--- config.mk ---
export PLATFORM = sky130hd
export DESIGN_NAME = periodic_task_tick_scheduler_flat
export DESIGN_NICKNAME = d
export VERILOG_FILES = /design/src/rtl/ptts_pkg.sv /design/src/rtl/ptts_req_if.sv /design/src/rtl/ptts_res_if.sv /design/src/rtl/ptts_table.sv /design/src/rtl/ptts_alu.sv /design/src/rtl/ptts_ctrl.sv /design/src/rtl/periodic_task_tick_scheduler.sv /design/src/flat_wrapper.sv
export SDC_FILE = /design/constraint.sdc
export NUM_CORES = 1
export LEC_CHECK = 0
export BUFFER_PORTS_ARGS = -buffer_cell sky130_fd_sc_hd__buf_2
export CORE_MARGIN = 4
export CORE_UTILIZATION = 40
export CTS_CLUSTER_SIZE = 12
export DETAILED_ROUTE_END_ITERATION = 8
export MAX_ROUTING_LAYER = met4
export PLACE_DENSITY = 0.55
export REMOVE_ABC_BUFFERS = 1
export SYNTH_ARGS = -nofsm -noshare
export SYNTH_HDL_FRONTEND = slang
export SYNTH_HIERARCHICAL = 1
export SYNTH_SLANG_ARGS = --single-unit
--- constraint.sdc ---
create_clock -name clk -period 12.6 [get_ports clk]
set_input_delay 1.26 -clock clk [delete_from_list [all_inputs] [get_ports clk]]
set_output_delay 1.26 -clock clk [all_outputs]
set_load 0.005 [all_outputs]
--- src/rtl/ptts_pkg.sv ---
// Shared codes and types for the periodic task tick scheduler.
// No dependencies; imported by ptts_alu, ptts_ctrl, the top level and the testbench.
package ptts_pkg;

	// Request codes carried by req_type.
	localparam logic [1:0] REQ_CREATE   = 2'd0;
	localparam logic [1:0] REQ_OVERFLOW = 2'd1;
	localparam logic [1:0] REQ_START    = 2'd2;

	// Result codes carried by event_res.
	localparam logic [1:0] RES_DISPATCH = 2'd0;
	localparam logic [1:0] RES_CREATED  = 2'd1;
	localparam logic [1:0] RES_REJECTED = 2'd2;

	// Most dispatch results reported for one request.
	localparam int unsigned MAX_RESULTS = 8;

	// Output of the shared countdown unit.
	typedef struct packed {
		logic [7:0] next_cd;
		logic       ready;
	} alu_res_t;

endpackage

--- src/rtl/ptts_req_if.sv ---
// Request channel of the scheduler: valid/ready handshake and request payload.
// No dependencies.
interface ptts_req_if;
	logic       valid;
	logic       ready;
	logic [1:0] req_type;
	logic [7:0] first_delay;
	logic [7:0] period;

	modport source(output valid, output req_type, output first_delay, output period,
		input ready);
	modport sink(input valid, input req_type, input first_delay, input period,
		output ready);
endinterface

--- src/rtl/ptts_res_if.sv ---
// Result channel of the scheduler: valid/ready handshake and result payload.
// No dependencies.
interface ptts_res_if;
	logic       valid;
	logic       ready;
	logic [1:0] event_res;
	logic [2:0] task_index;
	logic       last;

	modport source(output valid, output event_res, output task_index, output last,
		input ready);
	modport sink(input valid, input event_res, input task_index, input last,
		output ready);
endinterface

--- src/rtl/ptts_table.sv ---
// Task table memory: countdown and reload period per task, one write port and
// one registered read port. No package dependencies.
module ptts_table #(
	parameter int unsigned NUM_TASKS = 8,
	parameter int unsigned IW        = 3
) (
	input  logic          clk,
	input  logic          wr_en,
	input  logic [IW-1:0] wr_addr,
	input  logic [7:0]    wr_cd,
	input  logic [7:0]    wr_per,
	input  logic [IW-1:0] rd_addr,
	output logic [7:0]    rd_cd,
	output logic [7:0]    rd_per
);

	logic [7:0] cd_mem  [NUM_TASKS];
	logic [7:0] per_mem [NUM_TASKS];
	logic [7:0] rd_cd_q;
	logic [7:0] rd_per_q;

	always_ff @(posedge clk) begin
		if (wr_en) begin
			cd_mem[wr_addr]  <= wr_cd;
			per_mem[wr_addr] <= wr_per;
		end
		rd_cd_q  <= cd_mem[rd_addr];
		rd_per_q <= per_mem[rd_addr];
	end

	assign rd_cd  = rd_cd_q;
	assign rd_per = rd_per_q;

endmodule

--- src/rtl/ptts_alu.sv ---
// Shared countdown unit: decrement with reload on a tick, then test for one.
// Depends on ptts_pkg for the result struct.
module ptts_alu (
	input  logic              [7:0] cd,
	input  logic              [7:0] per,
	input  logic                    tick,
	output ptts_pkg::alu_res_t      res
);
	import ptts_pkg::*;

	logic [7:0] dec;
	logic [7:0] nxt;

	always_comb begin
		dec = cd - 8'd1;
		if (tick) begin
			nxt = (dec == 8'd0) ? per : dec;
		end else begin
			nxt = cd;
		end
		res.next_cd = nxt;
		res.ready   = (nxt == 8'd1);
	end

endmodule

--- src/rtl/ptts_ctrl.sv ---
// Sequencer of the scheduler: request decode, prescaler, table walk, pending
// result and output register. Depends on ptts_pkg and the two channel interfaces.
module ptts_ctrl #(
	parameter int unsigned NUM_TASKS = 8,
	parameter int unsigned IW        = 3,
	parameter int unsigned CW        = 4
) (
	input  logic                    clk,
	input  logic                    arst_n,
	input  logic                    cfg_we,
	input  logic              [7:0] cfg_wdata,
	ptts_req_if.sink                req,
	ptts_res_if.source              res,
	output logic                    wr_en,
	output logic           [IW-1:0] wr_addr,
	output logic              [7:0] wr_cd,
	output logic              [7:0] wr_per,
	output logic           [IW-1:0] rd_addr,
	input  logic              [7:0] rd_per,
	output logic                    tick,
	input  ptts_pkg::alu_res_t      alu
);
	import ptts_pkg::*;

	typedef enum logic [1:0] {ST_IDLE, ST_RD, ST_WB, ST_FLUSH} state_t;

	state_t        state_q;
	logic [7:0]    thresh_q;
	logic [7:0]    prescale_q;
	logic [CW-1:0] count_q;
	logic [IW-1:0] addr_q;
	logic          tick_q;
	logic [3:0]    nres_q;
	logic          pend_v_q;
	logic [1:0]    pend_res_q;
	logic [2:0]    pend_idx_q;
	logic          out_v_q;
	logic [1:0]    out_res_q;
	logic [2:0]    out_idx_q;
	logic          out_last_q;

	logic       accept;
	logic       slot_free;
	logic       full;
	logic [7:0] presc_inc;
	logic       last_entry;
	logic       disp;
	logic       wb_stall;
	logic       push;
	logic       push_last;

	always_comb begin
		accept     = req.valid && (state_q == ST_IDLE);
		slot_free  = !out_v_q || res.ready;
		full       = (count_q == CW'(NUM_TASKS));
		presc_inc  = prescale_q + 8'd1;
		last_entry = ((CW'(addr_q) + CW'(1)) == count_q);
		disp       = alu.ready && (nres_q < 4'(MAX_RESULTS));
		wb_stall   = disp && pend_v_q && !slot_free;
		push       = 1'b0;
		push_last  = 1'b0;
		if (state_q == ST_WB && !wb_stall && disp && pend_v_q) begin
			push = 1'b1;
		end
		if (state_q == ST_FLUSH && slot_free) begin
			push      = 1'b1;
			push_last = 1'b1;
		end

		wr_en   = 1'b0;
		wr_addr = addr_q;
		wr_cd   = alu.next_cd;
		wr_per  = rd_per;
		if (accept && req.req_type == REQ_CREATE && !full) begin
			wr_en   = 1'b1;
			wr_addr = count_q[IW-1:0];
			wr_cd   = req.first_delay + 8'd1;
			wr_per  = req.period;
		end else if (state_q == ST_WB && !wb_stall && tick_q) begin
			wr_en = 1'b1;
		end
	end

	assign rd_addr        = addr_q;
	assign tick           = tick_q;
	assign req.ready      = (state_q == ST_IDLE);
	assign res.valid      = out_v_q;
	assign res.event_res  = out_res_q;
	assign res.task_index = out_idx_q;
	assign res.last       = out_last_q;

	always_ff @(posedge clk or negedge arst_n) begin
		if (!arst_n) begin
			state_q    <= ST_IDLE;
			thresh_q   <= 8'd0;
			prescale_q <= 8'd0;
			count_q    <= '0;
			addr_q     <= '0;
			tick_q     <= 1'b0;
			nres_q     <= 4'd0;
			pend_v_q   <= 1'b0;
			out_v_q    <= 1'b0;
		end else begin
			if (cfg_we) begin
				thresh_q <= cfg_wdata;
			end

			if (push) begin
				out_v_q    <= 1'b1;
				out_res_q  <= pend_res_q;
				out_idx_q  <= pend_idx_q;
				out_last_q <= push_last;
			end else if (res.ready) begin
				out_v_q <= 1'b0;
			end

			unique case (state_q)
				ST_IDLE: begin
					if (accept) begin
						case (req.req_type)
							REQ_CREATE: begin
								pend_v_q   <= 1'b1;
								pend_res_q <= full ? RES_REJECTED : RES_CREATED;
								pend_idx_q <= full ? 3'd0 : 3'(count_q);
								if (!full) begin
									count_q <= count_q + CW'(1);
								end
								state_q <= ST_FLUSH;
							end
							REQ_OVERFLOW: begin
								if (presc_inc > thresh_q) begin
									prescale_q <= 8'd0;
									tick_q     <= 1'b1;
									addr_q     <= '0;
									nres_q     <= 4'd0;
									state_q    <= (count_q != '0) ? ST_RD : ST_IDLE;
								end else begin
									prescale_q <= presc_inc;
								end
							end
							REQ_START: begin
								tick_q  <= 1'b0;
								addr_q  <= '0;
								nres_q  <= 4'd0;
								state_q <= (count_q != '0) ? ST_RD : ST_IDLE;
							end
							default: begin
							end
						endcase
					end
				end
				ST_RD: begin
					state_q <= ST_WB;
				end
				ST_WB: begin
					if (!wb_stall) begin
						if (disp) begin
							pend_v_q   <= 1'b1;
							pend_res_q <= RES_DISPATCH;
							pend_idx_q <= 3'(addr_q);
							nres_q     <= nres_q + 4'd1;
						end
						if (last_entry) begin
							state_q <= (pend_v_q || disp) ? ST_FLUSH : ST_IDLE;
						end else begin
							addr_q  <= addr_q + IW'(1);
							state_q <= ST_RD;
						end
					end
				end
				ST_FLUSH: begin
					if (slot_free) begin
						pend_v_q <= 1'b0;
						state_q  <= ST_IDLE;
					end
				end
				default: begin
					state_q <= ST_IDLE;
				end
			endcase
		end
	end

	// A new request is taken only with no result left over from the last one.
	a_idle_no_pending: assert property (@(posedge clk) disable iff (!arst_n)
		req.ready |-> !pend_v_q)
		else $error("request taken while a result is still pending");

	// Leaving the flush state always puts a final result in the output register.
	a_flush_last: assert property (@(posedge clk) disable iff (!arst_n)
		(state_q == ST_FLUSH && slot_free) |=> (out_v_q && out_last_q))
		else $error("flush did not deliver a final result");

	// The task count never passes the table depth.
	a_count_bound: assert property (@(posedge clk) disable iff (!arst_n)
		count_q <= CW'(NUM_TASKS))
		else $error("task count beyond table depth");

	// The walk only visits entries that hold a task.
	a_walk_in_range: assert property (@(posedge clk) disable iff (!arst_n)
		(state_q == ST_RD || state_q == ST_WB) |-> (CW'(addr_q) < count_q))
		else $error("walk address beyond task count");

endmodule

--- src/rtl/periodic_task_tick_scheduler.sv ---
// Periodic task tick scheduler, top level.
// Sequence: a create gives its result through the flush state; an overflow
// without a tick stays idle; a tick or start walks the table one task at a time
// (memory read, then update/write-back, which holds while a result is blocked),
// then flushes the last result when a dispatch is reported, or goes idle when
// none is. Requests: one at a time, set by that table walk; no clearing pass.
// Reset: arst_n clears control, prescaler, task count and threshold at once.
//
// Structure: a small sequencer (ptts_ctrl) walks the task table (ptts_table)
// through one shared countdown unit (ptts_alu). Each dispatch found during the
// walk is first held as a pending result, so that the one before it can be sent
// with last low; the final pending result goes out with last high. The output
// register lets a finished result wait for the sink while the walk goes on,
// and the walk holds still only when a second result would overrun it.
module periodic_task_tick_scheduler #(
	parameter int unsigned NUM_TASKS = 8
) (
	input  logic       clk,
	input  logic       arst_n,
	input  logic       cfg_we,
	input  logic [7:0] cfg_wdata,
	ptts_req_if.sink   in,
	ptts_res_if.source out
);
	import ptts_pkg::*;

	// Table address width and task count width (count must reach NUM_TASKS).
	localparam int unsigned IW = (NUM_TASKS > 1) ? $clog2(NUM_TASKS) : 1;
	localparam int unsigned CW = $clog2(NUM_TASKS + 1);

	logic          wr_en;
	logic [IW-1:0] wr_addr;
	logic [7:0]    wr_cd;
	logic [7:0]    wr_per;
	logic [IW-1:0] rd_addr;
	logic [7:0]    rd_cd;
	logic [7:0]    rd_per;
	logic          tick;
	alu_res_t      alu;

	// Task table: written by create requests and by tick write-backs.
	ptts_table #(
		.NUM_TASKS(NUM_TASKS),
		.IW       (IW)
	) u_table (
		.clk    (clk),
		.wr_en  (wr_en),
		.wr_addr(wr_addr),
		.wr_cd  (wr_cd),
		.wr_per (wr_per),
		.rd_addr(rd_addr),
		.rd_cd  (rd_cd),
		.rd_per (rd_per)
	);

	// Shared countdown unit, fed by the registered table read.
	ptts_alu u_alu (
		.cd  (rd_cd),
		.per (rd_per),
		.tick(tick),
		.res (alu)
	);

	// Sequencer with prescaler, threshold register and output register.
	ptts_ctrl #(
		.NUM_TASKS(NUM_TASKS),
		.IW       (IW),
		.CW       (CW)
	) u_ctrl (
		.clk      (clk),
		.arst_n   (arst_n),
		.cfg_we   (cfg_we),
		.cfg_wdata(cfg_wdata),
		.req      (in),
		.res      (out),
		.wr_en    (wr_en),
		.wr_addr  (wr_addr),
		.wr_cd    (wr_cd),
		.wr_per   (wr_per),
		.rd_addr  (rd_addr),
		.rd_per   (rd_per),
		.tick     (tick),
		.alu      (alu)
	);

endmodule

--- src/flat_wrapper.sv ---
// flat-port wrapper written by rule: the top's interface ports become plain ports
module periodic_task_tick_scheduler_flat import ptts_pkg::*;
#(
	parameter int unsigned NUM_TASKS = 8
)
  (clk, arst_n, cfg_we, cfg_wdata, in_valid, in_req_type, in_first_delay, in_period, in_ready, out_valid, out_event_res, out_task_index, out_last, out_ready);
  ptts_req_if in_i ();
  ptts_res_if out_i ();
  input  logic clk;
  input  logic arst_n;
  input  logic cfg_we;
  input  logic [7:0] cfg_wdata;
  input wire logic [$bits(in_i.valid)-1:0] in_valid;
  input wire logic [$bits(in_i.req_type)-1:0] in_req_type;
  input wire logic [$bits(in_i.first_delay)-1:0] in_first_delay;
  input wire logic [$bits(in_i.period)-1:0] in_period;
  output wire logic [$bits(in_i.ready)-1:0] in_ready;
  output wire logic [$bits(out_i.valid)-1:0] out_valid;
  output wire logic [$bits(out_i.event_res)-1:0] out_event_res;
  output wire logic [$bits(out_i.task_index)-1:0] out_task_index;
  output wire logic [$bits(out_i.last)-1:0] out_last;
  input wire logic [$bits(out_i.ready)-1:0] out_ready;
  assign in_i.valid = in_valid;
  assign in_i.req_type = in_req_type;
  assign in_i.first_delay = in_first_delay;
  assign in_i.period = in_period;
  assign in_ready = in_i.ready;
  assign out_valid = out_i.valid;
  assign out_event_res = out_i.event_res;
  assign out_task_index = out_i.task_index;
  assign out_last = out_i.last;
  assign out_i.ready = out_ready;
  periodic_task_tick_scheduler #(.NUM_TASKS(NUM_TASKS)) u_core (.clk(clk), .arst_n(arst_n), .cfg_we(cfg_we), .cfg_wdata(cfg_wdata), .in(in_i), .out(out_i));
endmodule
==> results by group, run 1 <==
Power and ir drop
  • Flop pwr share: between 40 and 50%
  • LEAKAGE: ~3.5 nW
  • P_int: around 1.3 mW
  • Peak supply drop: around 0.11 mV
  • Logic pwr share: between 20% and 30%
  • Psw: about 670 µW
  • Switching Share: between 30 and 40%
  • Clock group share of total power: 27.0%
  • Power per cell area: ~210 nW/µm²

GRT
  • GRT Total Usage: approximately 16%
  • Initial antenna violation count: 0
  • GRT Residual Overflow: 0
  • Largest net degree at the start of global routing: just over 40
  • Vias in the first global route: between 4000 and 5000
  • First-pass GRT wire length: roughly 28000 µm

STA
  • Clock Skews: roughly 19 ps
  • Final Cycle Share: between 30% and 40%
  • Final hold violations: 0
  • Fmax: approximately 250 MHz
  • Unrepaired setup endpoints after global routing: false
  • Setup TNS: 0 ps
  • Max Transition Viols Final: 0
  • Setup Viol. Count Final: 0
  • Min cycle time layout: between 3000 and 4000 ps
  • Worst slew pin tran: 1166 ps
  • Slew margin rel.: between 20% and 30%

Placement
  • I/O Buffers: 38
  • Post-DP HPWL: between 10000 and 15000 µm
  • Placed Area: between 8000 and 9000 µm²
  • GP Congestion: between 0.7 and 0.8

Route
  • DR WL/cell: slightly below 20 µm
  • Initial DRC Count: 339
  • DRT Pass-1 Iters: 5
  • DRT antenna net count: 0
  • Drt drc: 0
  • Vias/cell: 5.415
  • Via count: ~4900
  • Post-Route WL: 17570 µm

CTS
  • CTS Sinks: 187
  • Clock Tree Buf Depth: 2
  • Post_cts resized: 0
  • CTS Root Cell: clkbuf_16
  • H-Tree Level Count: 4
  • Post-CTS Repair Setup Buffers: 0
  • Clock Pin Slew Worst Setup and Hold Paths: around 70 ps
  • Total CTS buffers: 17
  • TritonCTS clock tree: built
  • Clk Latency, worst-skew pair: around 430 ps
  • CTS Hold Buffers Added: 0

Setup path
  • Critical Path End Type: flip-flop
  • CP max-delay cell: nor2b_1
  • Arr. time, crit path: around 4100 ps
  • Top cell by count, worst path: nand3_1
  • Worst EP required: roughly 13000 ps
  • Family with the most delay on the worst path: simple AND/OR/NAND/NOR gates
  • Crit path cell chain: inv_1 > ha_1 > nor4b_2 > xor2_1 > o2bb2ai_2 > a311oi_1 > nor2_1 > nor4_2 > nor2b_1 > nand3_1 > nand3_1 > nand2_1 > nand2b_1 > nor3_2 > buf_4
  • R2R cell count: 15
  • Buf+Inv Stages, Crit Path: 2
  • Worst path max stage delay: just under 600 ps
  • Worst Path Max Fanout: 16
  • Crit start category: flip-flop
  • Setup CP Type: reg2reg
  • Crit path depth: 15

Run
  • Max-cap violations: 0

Final layout
  • Antenna Cells: 0
  • Fin area: about 9600 µm²
  • P&R area growth vs syn: 12.21%
  • Layout cells sized above 1: between 20% and 30%
  • Final Net Count: 666

Run status
  • Status: completed

Floorplan
  • DIE HEIGHT: roughly 150 µm
  • Core Footprint: approximately 21000 µm²
  • Die W: 154.1 µm
  • Die area: between 20000 and 25000 µm²
  • Initial Util: 40.61%
  • Ports: 39
  • Rows: 53

Synth
  • Synth warnings: 6
  • EDFF count, synth: 139
  • Mapped Avg Cell Area: about 15 µm²
  • Ys flop type: edfxtp_1
  • Synth Instances: 582
  • Post-synthesis async set-or-reset flop share: roughly 17%
  • Netlist cell types: 70
  • Seq cells post-synth: approximately 190
  • Synthesized area: roughly 8500 µm²
  • Share of the yosys chip area belonging to registers: between 60 and 70%

Worst hold path
  • HP Class: reg2reg
  • WHS Path Cells: 0
==> registers in the layout, indices dropped and copies added, names as in the netlist, 4 cells and up <==
| name | cells |
|---|---|
| u_core/u_table/rd_per | 8 |
| u_core/u_table/cd_mem | 64 |
| u_core/u_ctrl/count_q | 4 |
| u_core/u_table/per_mem | 64 |
| u_core/u_ctrl/nres_q | 4 |
| u_core/u_table/rd_cd | 8 |
| u_core/u_ctrl/prescale_q | 8 |
| u_core/u_ctrl/thresh_q | 8 |
==> stage by stage <==
stage | util, % | total power, mW | hold slack (ps) | instances | worst slack, ps
2_1_floorplan | - | 1.286 | 400.3 | 550 | 8583
3_3_place_gp | 42.63 | 1.465 | 407.8 | 872 | 8679
3_5_place_dp | 42.63 | 1.484 | 411.0 | 872 | 8624
4_1_cts | 45.57 | 2.030 | 426.9 | 904 | 8624
5_1_grt | 45.57 | 2.122 | 432.3 | 904 | 8330
6_report | 45.57 | 2.013 | 424.6 | 904 | 8634
==> path summary, 6_finish.rpt <==
path	startpoint	endpoint	slack, ps
worst max register to register	u_core/u_table/rd_cd[0]	u_core/u_table/cd_mem[0][3]	8630
worst max-delay path	u_core/u_table/rd_cd[0]	u_core/u_table/cd_mem[0][3]	8630
min in group asynchronous	arst_n	u_core/u_ctrl/thresh_q[2]	900
max in group asynchronous	arst_n	u_core/u_ctrl/rd_addr[0]	11130
worst min register to register	u_core/u_ctrl/pend_idx_q[0]	u_core/u_ctrl/res.task_index[0]	420
worst min-delay path	u_core/u_ctrl/pend_idx_q[0]	u_core/u_ctrl/res.task_index[0]	420
==> layout by cell type (no fill, tap or decap), drive strengths merged, types with 3 or more instances in the layout <==
cell,Yosys,layout
nor4,4,4
o211ai,3,3
clkbuf,12,18
o32ai,3,3
nor3,11,11
a21oi,11,11
clkinv,0,7
dfxtp,16,16
ha,19,19
mux2,29,29
nand2b,9,9
nand3,20,20
edfxtp,139,139
a31o,3,3
and3,6,6
o21ai,33,33
nor2b,5,5
mux4,32,32
or2,3,3
inv,17,23
nor2,31,31
buf,20,47
nand2,46,46
and2,3,3
xnor2,12,12
nand4,6,6
xor2,10,10
a21o,7,7
dfrtp,32,32
==> cell usage after synthesis, drive strengths merged, types with 4 or more instances <==
library cell	n	area share, %
edfxtp	139	49
dfrtp	32	9.4
o21ai	33	2.0
nor4	4	0.44
xnor2	12	1.2
and3	6	0.44
nor2b	5	0.37
ha	19	2.8
buf	20	1.7
nand2b	9	0.66
inv	17	0.75
nor2	31	1.4
mux4	32	9.7
a21o	7	0.62
a21oi	11	0.64
nand2	46	2.0
nor3	11	0.70
dfxtp	16	3.8
nand4	6	0.44
clkbuf	12	0.54
xor2	10	1.0
nand3	20	1.2
mux2	29	3.9
==> per-layer routing <==
metal | wire length [µm] | global-route usage, % | part of all wire (%) | vias to the layer above
li1 | - | - | - | 2315
met1 | 8451 | 21.99 | 48 | 2446
met2 | 8044 | 22.92 | 46 | 119
met3 | 829 | 3.631 | 4.7 | 15
met4 | 246 | 4.458 | 1.4 | 0
met5 | 0 | - | 0 | -
==> cells by family after synthesis <==
family / after synthesis / share of synthesized area [%]
buffers and inverters: 49 / 2.961
flip-flops: 187 / 62.03
AND/OR/NAND/NOR: 159 / 9.703
multiplexers: 63 / 13.78
XOR/XNOR: 22 / 2.257
AO/OA/AOI/OAI: 83 / 6.493
adder cells (fa/ha/maj): 19 / 2.785
==> area by class of cell <==
type / instances / area (µm²)
Fill cell: 1861 / 11440
Sequential cell: 187 / 5296
Multi-Input combinational cell: 346 / 2999
Clock buffer: 18 / 429.2
Tap cell: 275 / 344.1
Timing Repair Buffer: 47 / 257.7
Clock inverter: 14 / 188.9
Inverter: 17 / 63.81
==> power by group through the flow <==
stage	Combinational, mW	Sequential, mW	Clock (mW)
after floorplan	0.366	0.920	0
after global placement	0.496	0.969	0
after detailed placement	0.510	0.973	0
after CTS	0.512	0.960	0.558
after global routing	0.565	0.973	0.584
final	0.512	0.958	0.543
(Power assumes the default switching activity.)
==> run 2: changes to the inputs <==
--- a/config.mk
+++ b/config.mk
@@ -5,6 +5,7 @@
 export SDC_FILE = /design/constraint.sdc
 export NUM_CORES = 1
 export LEC_CHECK = 0
+export ABC_AREA = 1
 export BUFFER_PORTS_ARGS = -buffer_cell sky130_fd_sc_hd__buf_2
 export CORE_MARGIN = 4
 export CORE_UTILIZATION = 40
==> constraint.sdc (replaced) <==
create_clock -name clk -period 3.7 [get_ports clk]
set_input_delay 0.37 -clock clk [delete_from_list [all_inputs] [get_ports clk]]
set_output_delay 0.37 -clock clk [all_outputs]
set_load 0.005 [all_outputs]
==> run 2 against run 1 <==
Against the previous run:
- sequential power grew to 3.3 times the previous value
- die area grew 7.2%
- clock skew shrank 6.5 ps
- critical path type unchanged
==> results by group, run 2 <==
Run status
  • Status: completed

Synth
  • Synth top area cells: edfxtp_1, nand2_1, dfrtp_1
  • Synth top area share: 45.46% (-3.4 points)
  • EDFF count, synth: 139 (unchanged)
  • Synth top cells by count: nand2_1, inv_1, edfxtp_1, nand3_1, nor2_1
  • Post-synthesis async set-or-reset flop share: 17.11% (unchanged)
  • Share of the yosys chip area belonging to registers: 57.67% (-4.4 points)
  • Mapped Avg Cell Area: 8.778 µm² (-40%)
  • Seq cells post-synth: 187 (unchanged)
  • Synthesized area: 9181 µm² (+7.5%)
  • Ys flop type: edfxtp_1
  • Netlist cell types: 36 (-49%)
  • Cell taking the most area after synthesis: edfxtp_1
  • Synth warnings: 6 (unchanged)
  • Synth Instances: 1046 (+80%)
  • Most frequent cell after synthesis: nand2_1

STA
  • Min cycle time layout: 3364 ps (-601.9 ps)
  • Max Transition Viols Final: 0 (unchanged)
  • Worst slew pin tran: 1234 ps (+67.70 ps)
  • Final Cycle Share: 90.92% (+59 points)
  • Setup Viol. Count Final: 0 (unchanged)
  • Final hold violations: 0 (unchanged)
  • Clock Skews: 12.12 ps (-6.530 ps)
  • Slew margin rel.: 17.67% (-4.6 points)
  • Unrepaired setup endpoints after global routing: true
  • Fmax: 297.3 MHz (+18%)

Floorplan
  • Core Footprint: 22640 µm² (+7.7%)
  • Rows: 55 (+3.8%)
  • Initial Util: 40.55% (-0.058 points)
  • DIE HEIGHT: 159.5 µm (+3.5%)
  • Ports: 39 (unchanged)
  • Die W: 159.5 µm (+3.5%)
  • Die area: 25440 µm² (+7.2%)

GRT
  • GRT Residual Overflow: 0 (unchanged)
  • Initial antenna violation count: 0 (unchanged)
  • GRT Total Usage: 17.72% (+2.1 points)
  • Vias in the first global route: 6286 (+31%)
  • First-pass GRT wire length: 34340 µm (+25%)
  • Largest net degree at the start of global routing: 45 (+9.8%)

Power and ir drop
  • LEAKAGE: 4.879 nW (+39%)
  • Power per cell area: 714.6 nW/µm² (+240%)
  • PnR Total Power: 7.418 mW (+270%)
  • Peak supply drop: 0.3816 mV (+240%)

Placement
  • Placed Area: 9733 µm² (+8.6%)
  • GP Congestion: 0.8675 (+11%)
  • Post-DP HPWL: 14600 µm (+22%)
  • I/O Buffers: 38 (unchanged)

Route
  • Initial DRC Count: 437 (+29%)
  • Drt drc: 0 (unchanged)
  • Vias/cell: 4.705 (-13%)
  • DRT antenna net count: 0 (unchanged)
  • Via count: 6559 (+34%)
  • DR WL/cell: 15.42 µm (-21%)
  • Post-Route WL: 21490 µm (+22%)
  • DRT Pass-1 Iters: 5 (unchanged)

Setup path
  • CP max-delay cell: nor2_4
  • Reg-to-Reg Start: u_core/u_table/rd_cd[0]
  • Critical Path End Type: flip-flop
  • Setup CP Type: reg2reg
  • Arr. time, crit path: 3420 ps (-720 ps)
  • Buf+Inv Stages, Crit Path: 2 (unchanged)
  • Crit path cell chain: inv_1 > ha_1 > nand2_2 > nor2_2 > nand2_1 > nand2_1 > nand2_2 > nor2_8 > nand2_2 > nand2_1 > nand3_1 > nand2_1 > nor2_1 > nand2_1 > nor2_1 > inv_1 > nor2_1 > nand2_1 > nor2_1 > nor2_1 > nand2_1 > nand2_1 > nand2_1 > nor2_4
  • Crit start category: flip-flop
  • CP Launch Point: u_core/u_table/rd_cd[0]
  • Top cell by count, worst path: nand2_1
  • Family with the most delay on the worst path: simple AND/OR/NAND/NOR gates
  • Worst path max stage delay: 520 ps (-60 ps)
  • Worst EP required: 3760 ps (-9010 ps)
  • Worst Path Max Fanout: 16 (unchanged)

Final layout
  • Biggest regs: u_core/u_table/cd_mem: 64 flops, u_core/u_table/per_mem: 64 flops
  • Most frequent cells in the layout: nand2_1, inv_1, edfxtp_1
  • Multi-input logic area: 2954 µm² (-1.5%)
  • Layout cells sized above 1: 11.00% (-10 points)
  • FF/Latch Area: 5296 µm² (unchanged)
  • Antenna Cells: 0 (unchanged)
  • P&R area growth vs syn: 13.07%
  • Final Net Count: 1146 (+72%)
  • Fin area: 10380 µm² (+8.4%)
  • Most common cell after layout, fill and taps aside: nand2_1
  • Filler cell count: 2190 (+18%)

CTS
  • TritonCTS clock tree: built
  • Clock Pin Slew Worst Setup and Hold Paths: 70 ps (about the same)
  • Clock Tree Buf Depth: 2 (unchanged)
  • Clk Latency, worst-skew pair: 430 ps (about the same)
  • H-Tree Level Count: 4 (unchanged)
  • CTS Sinks: 187 (unchanged)
  • CTS Root Cell: clkbuf_16
  • Total CTS buffers: 17 (unchanged)

Worst hold path
  • HP Class: in2reg
  • Hold Crit Start: cfg_wdata[2]

Run
  • Max-cap violations: 0 (unchanged)
## run 2: cell count changes after synthesis, moves of 23 or more
cell     previous run  this run
mux4_1             28         0
nand2_1            46       358
inv_1              17       203
mux2_2             28         1
nand3_1            19        94
nor2_1             30        53
## run 2: through the flow
stage | std cells | TNS, ps | hold slack, ps | util, % | worst slack [ps]
global route | 1394 | -206.8 | 144.4 | 45.85 | -22.03
CTS | 1394 | 0 | 128.4 | 45.72 | 39.40
floorplan | 1015 | 0 | 74.41 | - | 262.6
finish | 1394 | 0 | 145.5 | 45.85 | 336.0
detailed placement | 1361 | 0 | 404.5 | 42.99 | 59.33
global placement | 1361 | 0 | 403.7 | 42.99 | 142.3
## run 2: cells by family (layout without fill, tap and decap cells)
logic type	count (synthesis)	in the layout	share of synthesized area, %
compound gates	45	45	2.698
xor+xnor	17	17	1.622
fa+ha+maj	19	19	2.589
buf+inv	239	302	10.71
flops	187	187	57.67
mux	1	1	0.1226
simple gates	538	538	24.58
## run 2: routing by layer
| layer | GRT usage, % | vias up | part of all wire [%] |
|---|---|---|---|
| met5 | - | - | 0 |
| met4 | 5.641 | 0 | 2.2 |
| met3 | 2.692 | 21 | 3.9 |
| met2 | 26.68 | 149 | 45 |
| met1 | 24.80 | 3027 | 49 |
| li1 | - | 3362 | - |
## run 2: worst paths after layout
| check | slack, ps | endpoint | cells past startpoint |
|---|---|---|---|
| max in group asynchronous | 2860 | u_core/u_ctrl/rd_addr[0] | 3 |
| hold / removal | 150 | u_core/u_ctrl/thresh_q[2] | 3 |
| hold reg to reg | 420 | u_core/u_ctrl/res.event_res[0] | 0 |
| setup / recovery | 340 | u_core/u_table/per_mem[2][5] | 24 |
| min in group asynchronous | 510 | u_core/u_ctrl/nres_q[2] | 3 |
| setup reg to reg | 340 | u_core/u_table/per_mem[2][5] | 24 |
## run 2: worst register-to-register path: stages, from the launching register on
cell,delay [ps]
dfxtp_1,330
inv_1,80
ha_1,230
nand2_2,100
nor2_2,130
nand2_1,70
nand2_1,70
nand2_2,90
nor2_8,170
nand2_2,80
nand2_1,60
nand3_1,60
nand2_1,90
nor2_1,50
nand2_1,50
nor2_1,40
inv_1,50
nor2_1,50
nand2_1,80
nor2_1,60
nor2_1,130
nand2_1,70
nand2_1,120
nand2_1,220
nor2_4,520
## run 2: layout make-up
cell class | instances | share of cell area, %
flip-flops and latches | 187 | 51.02
multi-input cells | 620 | 28.46
inverters | 208 | 7.521
clock buffers | 19 | 4.170
repair buffers | 62 | 3.712
well taps | 285 | 3.435
clock inverters | 13 | 1.687
## run 2: what timing repair did
action / CTS / global route
resized for setup: 0 / 6
setup endpoints to repair: 0 / 80
endpoints found under the hold margin: 32 / 0
hold buffers: 1 / 0
buffers inserted: 0 / 0
## run 2: power breakdown
group	switching (mW)	internal (mW)
Sequential	0.247	2.87
Combinational	1.71	0.713
Clock	0.844	1.03
